--- src/rtl/lwsd_pkg.sv ---
// ---------------------------------------------------------------------------
// lwsd_pkg: shared constants for the least-wait server dispatcher
// Field widths, reset values of the configuration registers and their
// register indexes.
// ---------------------------------------------------------------------------
`default_nettype none

package lwsd_pkg;

  // default pool size
  localparam int MAX_SERVERS_DEF = 16;

  // transaction field widths
  localparam int ELAPSED_W  = 16;
  localparam int SERVICE_W  = 8;
  localparam int WAIT_W     = 16;
  localparam int SRV_IDX_W  = 4;
  localparam int COUNT_W    = 16;

  // configuration port
  localparam int ACTIVE_W   = 5;
  localparam int CFG_IDX_W  = 2;
  localparam int CFG_DATA_W = 8;

  localparam logic [CFG_IDX_W-1:0] REG_ACTIVE_SERVERS = 2'd0;
  localparam logic [CFG_IDX_W-1:0] REG_SERVICE_LIMIT  = 2'd1;

  localparam logic [ACTIVE_W-1:0]  ACTIVE_RST = 5'd16;
  localparam logic [SERVICE_W-1:0] LIMIT_RST  = 8'd60;

  // saturation limits
  localparam logic [WAIT_W-1:0]  WORK_MAX  = '1;
  localparam logic [COUNT_W-1:0] COUNT_MAX = '1;

endpackage

`default_nettype wire

--- src/rtl/lwsd_ram.sv ---
// ---------------------------------------------------------------------------
// lwsd_ram: generic single-write, single-read memory
// One write port and one read port; read data is registered and returns
// the old contents on a same-address write.
// ---------------------------------------------------------------------------
`default_nettype none

module lwsd_ram #(
  parameter int WIDTH = lwsd_pkg::WAIT_W,
  parameter int DEPTH = lwsd_pkg::MAX_SERVERS_DEF
) (
  input  wire logic                                       clk,
  input  wire logic                                       we,
  input  wire logic [((DEPTH > 1) ? $clog2(DEPTH) : 1)-1:0] waddr,
  input  wire logic [WIDTH-1:0]                           wdata,
  input  wire logic [((DEPTH > 1) ? $clog2(DEPTH) : 1)-1:0] raddr,
  output logic      [WIDTH-1:0]                           rdata
);

  logic [WIDTH-1:0] mem [DEPTH];

  // write, then registered read
  always_ff @(posedge clk) begin
    if (we) begin
      mem[waddr] <= wdata;
    end
    rdata <= mem[raddr];
  end

endmodule

`default_nettype wire

--- src/rtl/least_wait_server_dispatch_core.sv ---
// ---------------------------------------------------------------------------
// least_wait_server_dispatch_core: least-wait job dispatcher
// Ages the remaining work of every active server, picks the first idle
// server or the one with least work, and books the job there.
// ---------------------------------------------------------------------------
// Usage:
//   Input channel (in_valid / in_stall) carries one job per transaction:
//   elapsed time since the previous job and its requested service time.
//   Result channel (out_valid / out_stall) returns the job's wait, the
//   chosen server and that server's served count, one per job.
//   cfg_we writes register cfg_index (0: active servers, 1: service limit);
//   other indexes are ignored. The user must write only while the block is
//   idle; the block itself does not enforce this.
//   Jobs are taken one at a time: in_stall holds until the sequencer is
//   idle again. The scan walks the work memory one entry a cycle through a
//   single subtract/compare unit, with its read-ahead and drain; accept
//   precedes it, and work write-back and count update follow it.
//   A finished result waits in the output register; the next job may be
//   accepted meanwhile, but its own result holds until the register frees.
//   Reset stalls the input, clears all server state at once through
//   per-entry valid bits and restores 16 active servers and a limit of 60.
// ---------------------------------------------------------------------------
`default_nettype none

module least_wait_server_dispatch_core #(
  parameter int MAX_SERVERS = lwsd_pkg::MAX_SERVERS_DEF
) (
  input  wire logic                               clk,
  input  wire logic                               rst_n,
  // input channel
  input  wire logic                               in_valid,
  output logic                                    in_stall,
  input  wire logic [lwsd_pkg::ELAPSED_W-1:0]     in_elapsed,
  input  wire logic [lwsd_pkg::SERVICE_W-1:0]     in_service_time,
  // result channel
  output logic                                    out_valid,
  input  wire logic                               out_stall,
  output logic      [lwsd_pkg::WAIT_W-1:0]        out_wait_time,
  output logic      [lwsd_pkg::SRV_IDX_W-1:0]     out_server_index,
  output logic      [lwsd_pkg::COUNT_W-1:0]       out_served_count,
  // configuration port
  input  wire logic                               cfg_we,
  input  wire logic [lwsd_pkg::CFG_IDX_W-1:0]     cfg_index,
  input  wire logic [lwsd_pkg::CFG_DATA_W-1:0]    cfg_wdata
);

  import lwsd_pkg::*;

  localparam int IDX_W = (MAX_SERVERS > 1) ? $clog2(MAX_SERVERS) : 1;
  localparam int CNT_W = $clog2(MAX_SERVERS + 1);

  // sequencer states
  localparam logic [1:0] ST_IDLE   = 2'd0;
  localparam logic [1:0] ST_SCAN   = 2'd1;
  localparam logic [1:0] ST_WORK   = 2'd2;
  localparam logic [1:0] ST_COUNT  = 2'd3;

  // control registers
  logic [1:0]             state_r;
  logic [CNT_W-1:0]       rd_idx_r;
  logic                   pend_r;
  logic                   found_r;
  logic                   out_valid_r;
  logic [ACTIVE_W-1:0]    active_r;
  logic [SERVICE_W-1:0]   limit_r;
  logic [MAX_SERVERS-1:0] rw_vld_r;
  logic [MAX_SERVERS-1:0] js_vld_r;

  // datapath registers
  logic [IDX_W-1:0]       cmp_idx_r;
  logic [IDX_W-1:0]       pick_r;
  logic [WAIT_W:0]        best_r;
  logic [ELAPSED_W-1:0]   el_r;
  logic [SERVICE_W-1:0]   svc_r;
  logic                   rw_rvld_r;
  logic                   js_rvld_r;
  logic [WAIT_W-1:0]      wait_r;
  logic [SRV_IDX_W-1:0]   srv_idx_r;
  logic [COUNT_W-1:0]     count_r;

  // combinational
  logic [CNT_W-1:0]       n_eff;
  logic                   accept;
  logic                   out_free;
  logic                   out_load;
  logic                   scan_done;
  logic [WAIT_W-1:0]      rw_rdata;
  logic [WAIT_W-1:0]      rw_eff;
  logic [WAIT_W:0]        diff;
  logic [WAIT_W-1:0]      aged;
  logic [WAIT_W:0]        sum;
  logic [WAIT_W-1:0]      sum_sat;
  logic [COUNT_W-1:0]     js_rdata;
  logic [COUNT_W-1:0]     js_eff;
  logic [COUNT_W-1:0]     js_inc;
  logic                   rw_we;
  logic [IDX_W-1:0]       rw_waddr;
  logic [WAIT_W-1:0]      rw_wdata;
  logic [IDX_W-1:0]       rd_addr;
  logic [SERVICE_W-1:0]   svc_clamped;
  logic [31:0]            pick_ext;

  // effective server count: zero acts as one, clamp to pool size
  always_comb begin
    if (active_r == '0) begin
      n_eff = CNT_W'(1);
    end else if (32'(active_r) > MAX_SERVERS) begin
      n_eff = CNT_W'(MAX_SERVERS);
    end else begin
      n_eff = CNT_W'(active_r);
    end
  end

  assign in_stall  = !rst_n || (state_r != ST_IDLE);
  assign accept    = in_valid && !in_stall;
  assign out_free  = !out_valid_r || !out_stall;
  assign out_load  = (state_r == ST_COUNT) && out_free;
  assign scan_done = (rd_idx_r == n_eff) && !pend_r;
  assign rd_addr   = rd_idx_r[IDX_W-1:0];

  // clamp service time against the limit
  assign svc_clamped = (in_service_time > limit_r) ? limit_r : in_service_time;

  // shared unit: age one entry, floored at zero
  assign rw_eff = rw_rvld_r ? rw_rdata : '0;
  assign diff   = {1'b0, rw_eff} - {1'b0, el_r};
  assign aged   = diff[WAIT_W] ? '0 : diff[WAIT_W-1:0];

  // book the job on the chosen server, saturating
  assign sum     = {1'b0, best_r[WAIT_W-1:0]} + (WAIT_W + 1)'(svc_r);
  assign sum_sat = sum[WAIT_W] ? WORK_MAX : sum[WAIT_W-1:0];

  // served count, saturating
  assign js_eff = js_rvld_r ? js_rdata : '0;
  assign js_inc = (js_eff == COUNT_MAX) ? js_eff : js_eff + COUNT_W'(1);

  // work memory write: aged entries during scan, booked entry after
  assign rw_we    = ((state_r == ST_SCAN) && pend_r) || (state_r == ST_WORK);
  assign rw_waddr = (state_r == ST_WORK) ? pick_r : cmp_idx_r;
  assign rw_wdata = (state_r == ST_WORK) ? sum_sat : aged;

  assign pick_ext = 32'(pick_r);

  lwsd_ram #(
    .WIDTH (WAIT_W),
    .DEPTH (MAX_SERVERS)
  ) u_work_ram (
    .clk   (clk),
    .we    (rw_we),
    .waddr (rw_waddr),
    .wdata (rw_wdata),
    .raddr (rd_addr),
    .rdata (rw_rdata)
  );

  lwsd_ram #(
    .WIDTH (COUNT_W),
    .DEPTH (MAX_SERVERS)
  ) u_count_ram (
    .clk   (clk),
    .we    (out_load),
    .waddr (pick_r),
    .wdata (js_inc),
    .raddr (pick_r),
    .rdata (js_rdata)
  );

  // control: sequencer, config, valid bits
  always_ff @(posedge clk) begin
    if (!rst_n) begin
      state_r     <= ST_IDLE;
      rd_idx_r    <= '0;
      pend_r      <= 1'b0;
      found_r     <= 1'b0;
      out_valid_r <= 1'b0;
      active_r    <= ACTIVE_RST;
      limit_r     <= LIMIT_RST;
      rw_vld_r    <= '0;
      js_vld_r    <= '0;
    end else begin
      // register writes; unknown indexes drop
      if (cfg_we) begin
        if (cfg_index == REG_ACTIVE_SERVERS) begin
          active_r <= cfg_wdata[ACTIVE_W-1:0];
        end else if (cfg_index == REG_SERVICE_LIMIT) begin
          limit_r <= cfg_wdata[SERVICE_W-1:0];
        end
      end

      // mark entries written
      if (rw_we) begin
        rw_vld_r[rw_waddr] <= 1'b1;
      end
      if (out_load) begin
        js_vld_r[pick_r] <= 1'b1;
      end

      // load or drain the result register
      if (out_load) begin
        out_valid_r <= 1'b1;
      end else if (out_valid_r && !out_stall) begin
        out_valid_r <= 1'b0;
      end

      unique case (state_r)
        ST_IDLE: begin
          if (accept) begin
            rd_idx_r <= '0;
            pend_r   <= 1'b0;
            found_r  <= 1'b0;
            state_r  <= ST_SCAN;
          end
        end
        ST_SCAN: begin
          // issue the next read while the previous entry is compared
          if (rd_idx_r != n_eff) begin
            rd_idx_r <= rd_idx_r + CNT_W'(1);
            pend_r   <= 1'b1;
          end else begin
            pend_r <= 1'b0;
          end
          if (pend_r && !found_r && aged == '0) begin
            found_r <= 1'b1;
          end
          if (scan_done) begin
            state_r <= ST_WORK;
          end
        end
        ST_WORK: begin
          state_r <= ST_COUNT;
        end
        ST_COUNT: begin
          if (out_free) begin
            state_r <= ST_IDLE;
          end
        end
      endcase
    end
  end

  // datapath: job operands, search result, read tags, result payload
  always_ff @(posedge clk) begin
    rw_rvld_r <= rw_vld_r[rd_addr];
    js_rvld_r <= js_vld_r[pick_r];

    if (accept) begin
      el_r   <= in_elapsed;
      svc_r  <= svc_clamped;
      best_r <= '1;
      pick_r <= '0;
    end

    if (state_r == ST_SCAN) begin
      if (rd_idx_r != n_eff) begin
        cmp_idx_r <= rd_addr;
      end
      // first idle entry wins; otherwise track the strict minimum
      if (pend_r && !found_r) begin
        if (aged == '0) begin
          best_r <= '0;
          pick_r <= cmp_idx_r;
        end else if ({1'b0, aged} < best_r) begin
          best_r <= {1'b0, aged};
          pick_r <= cmp_idx_r;
        end
      end
    end

    if (out_load) begin
      wait_r    <= best_r[WAIT_W-1:0];
      srv_idx_r <= pick_ext[SRV_IDX_W-1:0];
      count_r   <= js_inc;
    end
  end

  assign out_valid        = out_valid_r;
  assign out_wait_time    = wait_r;
  assign out_server_index = srv_idx_r;
  assign out_served_count = count_r;

`ifndef NO_ASSERTIONS
  // an idle server found means the recorded wait is zero
  a_found_zero: assert property (@(posedge clk) disable iff (!rst_n)
    found_r |-> (best_r == '0))
    else $error("idle server found but recorded wait is nonzero");

  // the chosen server lies inside the active pool
  a_pick_range: assert property (@(posedge clk) disable iff (!rst_n)
    (state_r == ST_WORK) |-> (pick_ext < 32'(n_eff)))
    else $error("chosen server outside the active pool");

  // an accepted job always starts a scan
  a_accept_scan: assert property (@(posedge clk) disable iff (!rst_n)
    (in_valid && !in_stall) |=> (state_r == ST_SCAN))
    else $error("accepted job did not start a scan");

  // every booked job counts at least once
  a_count_nonzero: assert property (@(posedge clk) disable iff (!rst_n)
    out_load |=> (out_valid && out_served_count != '0))
    else $error("result loaded with zero served count");
`endif

endmodule

`default_nettype wire

--- config.mk ---
export PLATFORM = sky130hd
export DESIGN_NAME = least_wait_server_dispatch_core
export DESIGN_NICKNAME = d
export VERILOG_FILES = /design/src/rtl/lwsd_pkg.sv /design/src/rtl/lwsd_ram.sv /design/src/rtl/least_wait_server_dispatch_core.sv
export SDC_FILE = /design/constraint.sdc
export NUM_CORES = 1
export LEC_CHECK = 0
export ABC_AREA = 1
export BUFFER_PORTS_ARGS = -buffer_cell sky130_fd_sc_hd__buf_2
export CAP_MARGIN = 10
export CORE_UTILIZATION = 62
export DETAILED_ROUTE_END_ITERATION = 12
export PLACE_DENSITY = 0.8
export SLEW_MARGIN = 10
export SYNTH_ARGS = -nofsm -noshare
export SYNTH_HDL_FRONTEND = slang
export SYNTH_SLANG_ARGS = --single-unit
export TNS_END_PERCENT = 30
--- constraint.sdc ---
create_clock -name clk -period 4.8 [get_ports clk]
set_input_delay 0.72 -clock clk [delete_from_list [all_inputs] [get_ports clk]]
set_output_delay 0.72 -clock clk [all_outputs]
set_load 0.02 [all_outputs]
==> flow_summary_export.csv, run 1 <==
group,metric,value,unit
yosys,synthTopCellsByArea,"edfxtp_1, dfxtp_1, nor2_1, nand2_1, a22oi_1",
outcome,outcome,"completed",
global_route,met3_usage,6.40,%
global_route,busiest_layer,"met2",
global_route,gr-total-overflow,0,
timing,fin_setup_tns,0,ns
critical_path,r2r_setup_slack,0.75,ns
timing,min_period,4.05,ns
route,drc,0,
global_route,antenna_found_initial,2,
floorplanning,core_area,44500,µm²
yosys,synth_most_common_cell,"edfxtp_1",
pwr,power.density,549,nW/µm²
critical_path,critPathCapture,"pick_r[3]",
floorplanning,ioPinCount,77,
timing,fmax,0.247,GHz
global_route,grt_usage,31.1,%
worst_hold_path,min-delay-path-class,"input pin to flop",
route,drtPass1Iterations,6,
timing,slew_viol_final,0,
placement,port_buffers,76,
timing,finalHoldViolCount,0,
placement,hpwl,43.0,mm
global_route,grtUsageMet1,42.3,%
yosys,syn_inst,2397,
critical_path,reg2reg_to,"pick_r[3]",
route,viasPerCell,6.26,
yosys,synth_cell_type_count,42,
critical_path,critPathArrivalTime,4.59,ns
yosys,synth_top_area_share,61.3,%
route,wl_per_cell,22.9,µm
clocking,cts_tree,"done",
clocking,clk_root_buffer_cell,"clkbuf_16",
yosys,ys_top_cells_by_count,"edfxtp_1, nor2_1, nand2_1",
route,via_count,19662,
floorplanning,die_x,215,µm
finish,layout-drive-gt1-share,11.7,%
global_route,grt_max_degree,81,
critical_path,critPathMaxFanout,21,
floorplanning,die_area,46300,µm²
timing,fin_crit_sh,84.3,%
yosys,syn_nets,2492,
timing,worst_slew_pin_slew,1.26,ns
finish,syn2layout_area_growth,12.1,%
critical_path,r2r-start,"rw_rvld_r",
critical_path,startpoint_type,"flop",
flow_run,maxCapViolCount,0,
clocking,cts_hold_buf,0,
critical_path,endpoint_kind,"flop",
clocking,cts_made_buffers,68,
yosys,synth_top_flop_cell,"edfxtp_1",
timing,skew,0.0288,ns
global_route,grt.met2_usage,49.3,%
global_route,first_global_vias,19269,
global_route,grt_pass1_wl,109,mm
floorplanning,row_count,77,
timing,finalSetupViolCount,0,
clocking,cts_resized,0,
clocking,clockBufferDepth,3,
yosys,synth_area_leader_cell,"edfxtp_1",
critical_path,r2r_cells,24,
critical_path,startpoint,"rw_rvld_r",
clocking,cts_htree_levels,3,
timing,slew_headroom,15.4,%
yosys,ys_warn_count,0,
floorplanning,dieHeight,215,µm
pwr,vdd_drop_max,0.000397,V
pwr,p_leak,11.7,nW
yosys,synth_seq_area_share,69.1,%
route,drt_iter0_drc,2250,
yosys,avgSynthCellArea,11.8,µm²
clocking,cts.clk_slew.worst_paths,0.06,ns
critical_path,criticalPathCategory,"flop to flop",
critical_path,worstPathRequired,5.34,ns
route,wl,72.0,mm
yosys,synth-seq-cells,686,
yosys,syn_area,28200,µm²
finish,fin_nets,2590,
timing,rsz0062_at_grt,"no",
finish,antenna_cells,0,
yosys,async_reset_ff_share,0,%
yosys,synth_edf_count,576,
clocking,worstSkewPairLatency,0.62,ns
finish,final_util,71.0,%
clocking,cts_sinks,686,
clocking,post_cts_buffers,0,
placement,place_congestion,0.904,
route,postRouteAntennaNets,0,
floorplanning,initial_core_util,63.4,%
-- worst min-delay path by stage --
stage                               from      endpoint  slack [ns]  cells after the start
final                      in_elapsed[8]       el_r[8]        0.28                      1
after detailed placement     rw_vld_r[9]   rw_vld_r[9]        0.46                      2
after floorplan              rd_idx_r[2]  cmp_idx_r[2]        0.40                      0
after CTS                 in_elapsed[14]      el_r[14]        0.26                      1
after global routing       in_elapsed[8]       el_r[8]        0.27                      1
after global placement       rw_vld_r[9]   rw_vld_r[9]        0.44                      2
-- sequential cells by signal, indices dropped and copies added, names as in the netlist --
signal / cells
active_r: 5
best_r: 17
cmp_idx_r: 4
el_r: 16
found_r: 1
js_rvld_r: 1
js_vld_r: 16
limit_r: 8
out_served_count: 16
out_server_index: 4
out_valid: 1
out_wait_time: 16
pend_r: 1
pick_r: 4
rd_idx_r: 5
rw_rvld_r: 1
rw_vld_r: 16
state_r: 2
svc_r: 8
u_count_ram.mem: 256
u_count_ram.rdata: 16
u_work_ram.mem: 256
u_work_ram.rdata: 16
-- final cells by class --
class | count | area [µm²]
fill | 2936 | 12900
sequential | 686 | 19500
timing repair buffer | 135 | 823
clock buffer | 95 | 1900
inverter | 203 | 763
multi-input combinational | 1401 | 7620
tap | 592 | 741
clock inverter | 29 | 254
-- per-stage QoR --
step | cell area [µm²] | std cells | hold WS (ns) | setup WS, ns | power (mW)
2_1_floorplan | 28200 | 2397 | 0.403 | 1.16 | 10.6
3_3_place_gp | 29400 | 3017 | 0.444 | 0.938 | 12.0
3_5_place_dp | 29400 | 3017 | 0.457 | 0.768 | 12.1
4_1_cts | 31600 | 3141 | 0.263 | 0.749 | 17.3
5_1_grt | 31600 | 3141 | 0.270 | 0.276 | 18.0
6_report | 31600 | 3141 | 0.280 | 0.752 | 17.3
-- logic make-up after synthesis --
group | after synthesis | share of synthesized area (%)
AND/OR/NAND/NOR | 775 | 11.6
flip-flops | 686 | 69.1
AO/OA/AOI/OAI | 546 | 11.8
buffers and inverters | 310 | 4.24
adder cells (fa/ha/maj) | 56 | 2.54
XOR/XNOR | 24 | 0.745
-- critical path, stage by stage (launching register included) --
cell	delay [ns]
dfxtp_1	0.65
nand2_1	0.13
ha_1	0.25
fa_1	0.43
inv_1	0.12
nand2_1	0.06
nand2_1	0.07
nand3_2	0.07
nand2_1	0.10
nand2_2	0.08
nand2_4	0.20
nand3_2	0.16
inv_1	0.10
ha_1	0.24
a21oi_1	0.14
o21ai_0	0.09
nand2_1	0.07
o211ai_1	0.11
a21oi_1	0.17
nand2_2	0.11
nor2_1	0.12
inv_2	0.18
nand2_1	0.21
nand2_1	0.08
nand2_1	0.07
-- cells in the final DEF (no fill, tap or decap), drive strengths merged, types with 90 or more instances in the layout --
cell type	netlist	routed
o21ai	193	193
a22oi	143	143
nand2	313	313
inv	197	197
edfxtp	576	576
nor2	313	313
a21oi	117	117
nand3	90	90
dfxtp	110	110
clkbuf	90	95
buf	17	135
-- power by group --
group	internal (mW)	leakage (nW)	switching (mW)
logic	1.35	4.74	3.13
registers	7.34	5.95	0.357
clock network	2.94	1.05	2.22
total	11.6	11.7	5.71
-- routing by layer --
metal	wire, µm	share of wire [%]
met5	13	0.018
met4	2380	3.3
met3	8090	11
met2	33900	47
met1	27600	38
No activity file was read; power rests on OpenSTA's default activity.
==> run 2: changes to the inputs <==
--- a/config.mk
+++ b/config.mk
@@ -8,9 +8,9 @@
 export ABC_AREA = 1
 export BUFFER_PORTS_ARGS = -buffer_cell sky130_fd_sc_hd__buf_2
 export CAP_MARGIN = 10
-export CORE_UTILIZATION = 62
+export CORE_UTILIZATION = 56
 export DETAILED_ROUTE_END_ITERATION = 12
-export PLACE_DENSITY = 0.8
+export PLACE_DENSITY = 0.77
 export SLEW_MARGIN = 10
 export SYNTH_ARGS = -nofsm -noshare
 export SYNTH_HDL_FRONTEND = slang
==> constraint.sdc (replaced) <==
create_clock -name clk -period 3.4 [get_ports clk]
set_input_delay 0.51 -clock clk [delete_from_list [all_inputs] [get_ports clk]]
set_output_delay 0.51 -clock clk [all_outputs]
set_load 0.02 [all_outputs]
==> flow_summary_export.csv, run 2 (synthesized netlist as in run 1, its figures left out) <==
group,metric,value,unit
outcome,outcome,"completed",
timing,skew,0.0246,ns
worst_hold_path,min-delay-path-class,"input pin to flop",
pwr,seqPwrFrac,42.5,%
global_route,grt_pass1_wl,108,mm
critical_path,worstPathRequired,3.95,ns
global_route,grt_max_degree,93,
pwr,internal_power,17.0,mW
finish,fillerInstances,3483,
finish,fin_nets,2685,
clocking,clk_root_buffer_cell,"clkbuf_16",
critical_path,endpoint_kind,"flop",
finish,final_cell_mix,"edfxtp_1, nand2_1, nor2_1",
route,wl,72.3,mm
clocking,cts.clk_slew.worst_paths,0.06,ns
floorplanning,ioPinCount,77,
finish,largestRegisters,"u_count_ram.mem: 256 flops, u_work_ram.mem: 256 flops, best_r: 17 flops",
floorplanning,core_area,49300,µm²
finish,final_common_cell,"edfxtp_1",
placement,hpwl,43.8,mm
timing,min_period,3.35,ns
route,viasPerCell,6.01,
critical_path,criticalPathCategory,"flop to flop",
placement,place_congestion,0.938,
route,drc,0,
clocking,cts_hold_buf,0,
critical_path,startpoint_type,"flop",
timing,worst_slew_pin_slew,1.22,ns
critical_path,critPathMaxFanout,7,
clocking,cts_made_buffers,69,
pwr,power.density,768,nW/µm²
placement,port_buffers,76,
floorplanning,row_count,81,
pwr,combPwrFrac,28.5,%
flow_run,maxCapViolCount,0,
timing,slew_viol_final,0,
timing,slew_headroom,18.5,%
clocking,cts_tree,"done",
timing,finalHoldViolCount,0,
pwr,p_sw,8.44,mW
route,drt_iter0_drc,2213,
pwr,switching_share,33.2,%
timing,whs,0.0715,ns
route,postRouteAntennaNets,0,
placement,post-place-ws,-0.159,ns
route,via_count,19887,
floorplanning,dieHeight,226,µm
clocking,cts_sinks,686,
global_route,antenna_found_initial,1,
clocking,clockBufferDepth,3,
clocking,worstSkewPairLatency,0.62,ns
route,wl_per_cell,21.9,µm
floorplanning,die_area,51300,µm²
pwr,power_frac_clock,28.9,%
global_route,grt_usage,28.0,%
critical_path,critPathArrivalTime,3.90,ns
global_route,first_global_vias,18993,
timing,finalSetupViolCount,0,
floorplanning,die_x,226,µm
pwr,vdd_drop_max,0.000492,V
timing,rsz0062_at_grt,"yes",
finish,syn2layout_area_growth,17.3,%
clocking,cts_htree_levels,3,
timing,fin_crit_sh,98.5,%
global_route,gr-total-overflow,0,
floorplanning,initial_core_util,57.2,%
route,drtPass1Iterations,8,
timing,setup_ws,0.0515,ns
finish,layout-drive-gt1-share,18.3,%
pwr,p_leak,12.3,nW
timing,fmax,0.299,GHz
finish,antenna_cells,0,
==> run 2: cell count changes in the layout (fill, tap and decap cells not counted), sizes merged <==
cell and change:
inv +4, buf +90, clkinv -3, clkbuf +3, nand2 +1
==> run 2: through the flow <==
step           instances  power (mW)  area (µm²)  setup TNS (ns)  util [%]
4_1_cts             3291        24.9       32400               0      65.8
2_1_floorplan       2397        15.0       28200               0         -
6_report            3308        25.4       33100               0      67.2
5_1_grt             3308        26.4       33100           -2.05      67.2
3_3_place_gp        3166        17.4       30200          -0.521      61.3
3_5_place_dp        3166        17.6       30200           -1.67      61.3
==> run 2: cell type report <==
type	count	area [µm²]	area share [%]
clock buffer	97	1900	5.75
clock inverter	28	279	0.843
inverter	203	776	2.34
multi-input combinational	1402	8130	24.6
sequential	686	19500	59.0
tap	664	831	2.51
timing repair buffer	226	1650	4.98
timing repair inverter	2	15.0	0.0454
==> run 2: power groups by stage <==
stage	clock network [mW]	registers, mW	logic, mW
finish	7.35	10.8	7.24
global route	7.72	10.9	7.85
CTS	7.41	10.8	6.72
detailed placement	0	11.0	6.62
global placement	0	10.9	6.44
floorplan	0	10.8	4.21
==> run 2: timing repair <==
| item | CTS | global route |
|---|---|---|
| buffers inserted | 0 | 13 |
| resized for setup | 6 | 120 |
| pin swaps | 0 | 31 |
| setup endpoints to repair | 36 | 21 |
| cloned | 0 | 4 |
==> run 2: metal layers <==
metal  vias to the layer above  track usage, %  wire length, µm
met1                      9633            39.4            29600
met3                       162            4.47             6920
met5                         -               0                0
met2                      1088            44.0            33500
li1                       9004               -                -
met4                         0            10.5             2370
==> run 2: worst paths after layout <==
check / cells past startpoint / slack [ns] / start / endpoint
setup / recovery: 24 / 0.05 / rw_rvld_r / best_r[4]
hold / removal: 1 / 0.07 / in_elapsed[9] / el_r[9]
setup reg to reg: 24 / 0.05 / rw_rvld_r / best_r[4]
hold reg to reg: 2 / 0.46 / rw_vld_r[2] / rw_vld_r[2]
==> run 2: worst max-delay path: stages, from the launching register on <==
cell and delay (ns):
dfxtp_4 0.42, nand2_1 0.13, inv_1 0.13, ha_4 0.22, nand2_2 0.10, inv_1 0.05
nand2_1 0.06, nand2_1 0.10, a21oi_4 0.15, buf_12 0.15, nand2_8 0.10, nand2_4 0.09
inv_2 0.04, ha_1 0.28, nand2_1 0.07, inv_1 0.04, o21bai_1 0.18, nand3_2 0.10
a21oi_2 0.16, nand2_2 0.08, nor2_4 0.21, clkinv_4 0.15, nand3_2 0.09, nand2_1 0.05
nor2_1 0.11
==> run 3: changes to the inputs <==
--- a/config.mk
+++ b/config.mk
@@ -8,11 +8,14 @@
 export ABC_AREA = 1
 export BUFFER_PORTS_ARGS = -buffer_cell sky130_fd_sc_hd__buf_2
 export CAP_MARGIN = 10
-export CORE_UTILIZATION = 56
+export CORE_UTILIZATION = 57
 export DETAILED_ROUTE_END_ITERATION = 12
-export PLACE_DENSITY = 0.77
+export MAX_ROUTING_LAYER = met4
+export PLACE_DENSITY = 0.78
+export SKIP_LAST_GASP = 1
 export SLEW_MARGIN = 10
 export SYNTH_ARGS = -nofsm -noshare
 export SYNTH_HDL_FRONTEND = slang
+export SYNTH_HIERARCHICAL = 1
 export SYNTH_SLANG_ARGS = --single-unit
 export TNS_END_PERCENT = 30
==> flow_summary_export.csv, run 3 <==
group,metric,value,unit
floorplanning,ioPinCount,77,
pwr,vdd_drop_max,0.000700,V
placement,post-place-ws,-0.0404,ns
critical_path,r2r_setup_slack,-0.01,ns
critical_path,critPathMaxFanout,7,
yosys,syn_nets,3368,
clocking,cts_hold_buf,0,
yosys,ys_warn_count,6,
critical_path,startpoint_type,"flop",
worst_hold_path,min-delay-path-class,"input pin to flop",
yosys,synth_top_area_share,55.3,%
finish,multiInputGateArea,9350,µm²
floorplanning,initial_core_util,57.9,%
finish,largestRegisters,"u_count_ram/mem: 256 flops, u_work_ram/mem: 256 flops, best_r: 17 flops",
timing,finalSetupViolCount,1,
yosys,synth_top_flop_cell,"edfxtp_1",
outcome,outcome,"finished with violations",
yosys,synth_most_common_cell,"nand2_1",
critical_path,reg2reg_to,"best_r[0]",
timing,fin_setup_tns,-0.0134,ns
outcome,violations,"setup timing",
timing,slew_viol_final,0,
placement,hpwl,46.3,mm
global_route,first_global_vias,21896,
route,viasPerCell,5.52,
route,wl_per_cell,18.3,µm
route,drt_iter0_drc,2229,
critical_path,r2r-start,"rw_rvld_r",
finish,antenna_cells,0,
yosys,synth-seq-cells,686,
timing,fin_crit_sh,100,%
timing,fmax,0.293,GHz
pwr,power.density,757,nW/µm²
floorplanning,row_count,85,
timing,whs,0.0733,ns
flow_run,maxCapViolCount,0,
yosys,syn_inst,3273,
timing,worst_slew_pin_slew,1.13,ns
yosys,ys_top_cells_by_count,"nand2_1, inv_1, edfxtp_1",
placement,port_buffers,76,
route,drc,0,
timing,finalHoldViolCount,0,
floorplanning,die_x,236,µm
critical_path,endpoint_kind,"flop",
timing,slew_headroom,24.5,%
finish,final_common_cell,"nand2_1",
clocking,cts.clk_slew.worst_paths,0.06,ns
floorplanning,die_area,55800,µm²
global_route,grt_max_degree,114,
yosys,synth_edf_count,576,
clocking,clockBufferDepth,3,
finish,fillerInstances,3845,
finish,fin_area,35900,µm²
finish,fin_nets,3538,
yosys,synth_cell_type_count,52,
timing,rsz0062_at_grt,"yes",
placement,placed_area,32900,µm²
route,wl,76.6,mm
placement,dp.cells,4038,
clocking,cts_tree,"done",
finish,syn2layout_area_growth,14.9,%
clocking,worstSkewPairLatency,0.62,ns
clocking,cts_sinks,686,
clocking,clk_root_buffer_cell,"clkbuf_16",
critical_path,startpoint,"rw_rvld_r",
timing,min_period,3.41,ns
clocking,cts_made_buffers,69,
yosys,synthTopCellsByArea,"edfxtp_1, nand2_1, inv_1, nand3_1, dfxtp_1",
yosys,async_reset_ff_share,0,%
timing,skew,0.0212,ns
global_route,antenna_found_initial,0,
critical_path,criticalPathCategory,"flop to flop",
global_route,grt_pass1_wl,116,mm
yosys,avgSynthCellArea,9.56,µm²
placement,place_congestion,0.907,
finish,layout-drive-gt1-share,13.6,%
floorplanning,core_area,54000,µm²
yosys,syn_area,31300,µm²
route,drtPass1Iterations,7,
critical_path,critPathCapture,"best_r[0]",
global_route,gr-total-overflow,0,
yosys,synth_area_leader_cell,"edfxtp_1",
pwr,p_leak,15.9,nW
finish,finalNonFillerCells,4191,
timing,setup_ws,-0.0134,ns
global_route,grt_usage,27.7,%
yosys,synth_seq_area_share,62.3,%
floorplanning,dieHeight,236,µm
route,via_count,23142,
critical_path,critPathArrivalTime,3.92,ns
critical_path,worstPathRequired,3.91,ns
finish,final_util,66.5,%
critical_path,r2r_cells,25,
clocking,cts_htree_levels,3,
route,postRouteAntennaNets,0,
pwr,total_power,27.2,mW
finish,final-seq-area,19500,µm²
finish,final_cell_mix,"nand2_1, inv_1, edfxtp_1",
-- run 3: changes by cell type in the layout (fill, tap and decap cells not counted), moves of 28 or more --
cell,change
nand2_1,+614
inv_1,+410
nand3_1,+371
nor2_1,-163
a22oi_1,-134
o21ai_0,-131
a21oi_1,-38
o22ai_1,-31
o221ai_1,-28
-- run 3: layout make-up --
class | count | area share (%)
clock buffer | 96 | 5.43
clock inverter | 27 | 0.825
inverter | 611 | 6.44
multi-input combinational | 1851 | 26.0
sequential | 686 | 54.3
tap | 696 | 2.42
timing repair buffer | 222 | 4.51
timing repair inverter | 2 | 0.0627
-- run 3: worst min-delay path by stage --
| stage | from | end | slack, ns | cells after the start |
|---|---|---|---|---|
| 6_report | in_elapsed[6] | el_r[6] | 0.07 | 1 |
| 5_1_grt | in_elapsed[6] | el_r[6] | 0.06 | 1 |
| 4_1_cts | in_elapsed[6] | el_r[6] | 0.05 | 1 |
| 3_5_place_dp | rw_vld_r[12] | rw_vld_r[12] | 0.45 | 2 |
| 3_3_place_gp | rw_vld_r[5] | rw_vld_r[5] | 0.44 | 2 |
| 2_1_floorplan | best_r[11] | out_wait_time[11] | 0.41 | 0 |
-- run 3: logic make-up after synthesis --
group / Yosys count / share of synthesized area, %
fa+ha+maj: 56 / 2.29
buf+inv: 739 / 9.70
compound gates: 190 / 3.43
flops: 686 / 62.3
simple gates: 1573 / 21.4
mux: 1 / 0.0320
xor+xnor: 28 / 0.784
-- run 3: timing repair --
| action | CTS | global route |
|---|---|---|
| buffers inserted | 1 | 23 |
| endpoints found under the setup margin | 16 | 43 |
| pin swaps | 1 | 36 |
| resized for setup | 4 | 116 |
| cloned | 0 | 6 |
-- run 3: routing by layer --
layer / GRT usage, % / vias to the layer above / share of wire [%]
met2: 44.7 / 1084 / 49
met3: 3.63 / 250 / 7.5
met5: - / - / 0
li1: - / 10949 / -
met1: 35.1 / 10859 / 39
met4: 12.8 / 0 / 4.5
-- run 3: report_power, final --
part           leakage, nW  total [mW]  internal [mW]  switching (mW)
Clock                 1.10        7.53           4.35            3.18
Combinational         8.61        8.77           2.76            6.00
Sequential            6.20        10.9           10.4           0.475
-- run 3: worst max-delay path, stage by stage, from the launching register on --
cell	delay (ns)
dfxtp_4	0.37
clkbuf_16	0.16
nand2_1	0.08
inv_1	0.07
ha_4	0.28
nand2_1	0.09
nor2_2	0.12
nand3_2	0.10
nand2_2	0.10
nand2_4	0.11
nand2_8	0.12
buf_6	0.10
nand3_4	0.08
inv_4	0.08
ha_4	0.19
a21o_1	0.16
a21oi_2	0.13
o22ai_2	0.11
a21oi_4	0.16
nand2_4	0.07
nor2_4	0.14
buf_6	0.16
buf_8	0.14
nand2_2	0.05
nand2_1	0.07
a21oi_1	0.04
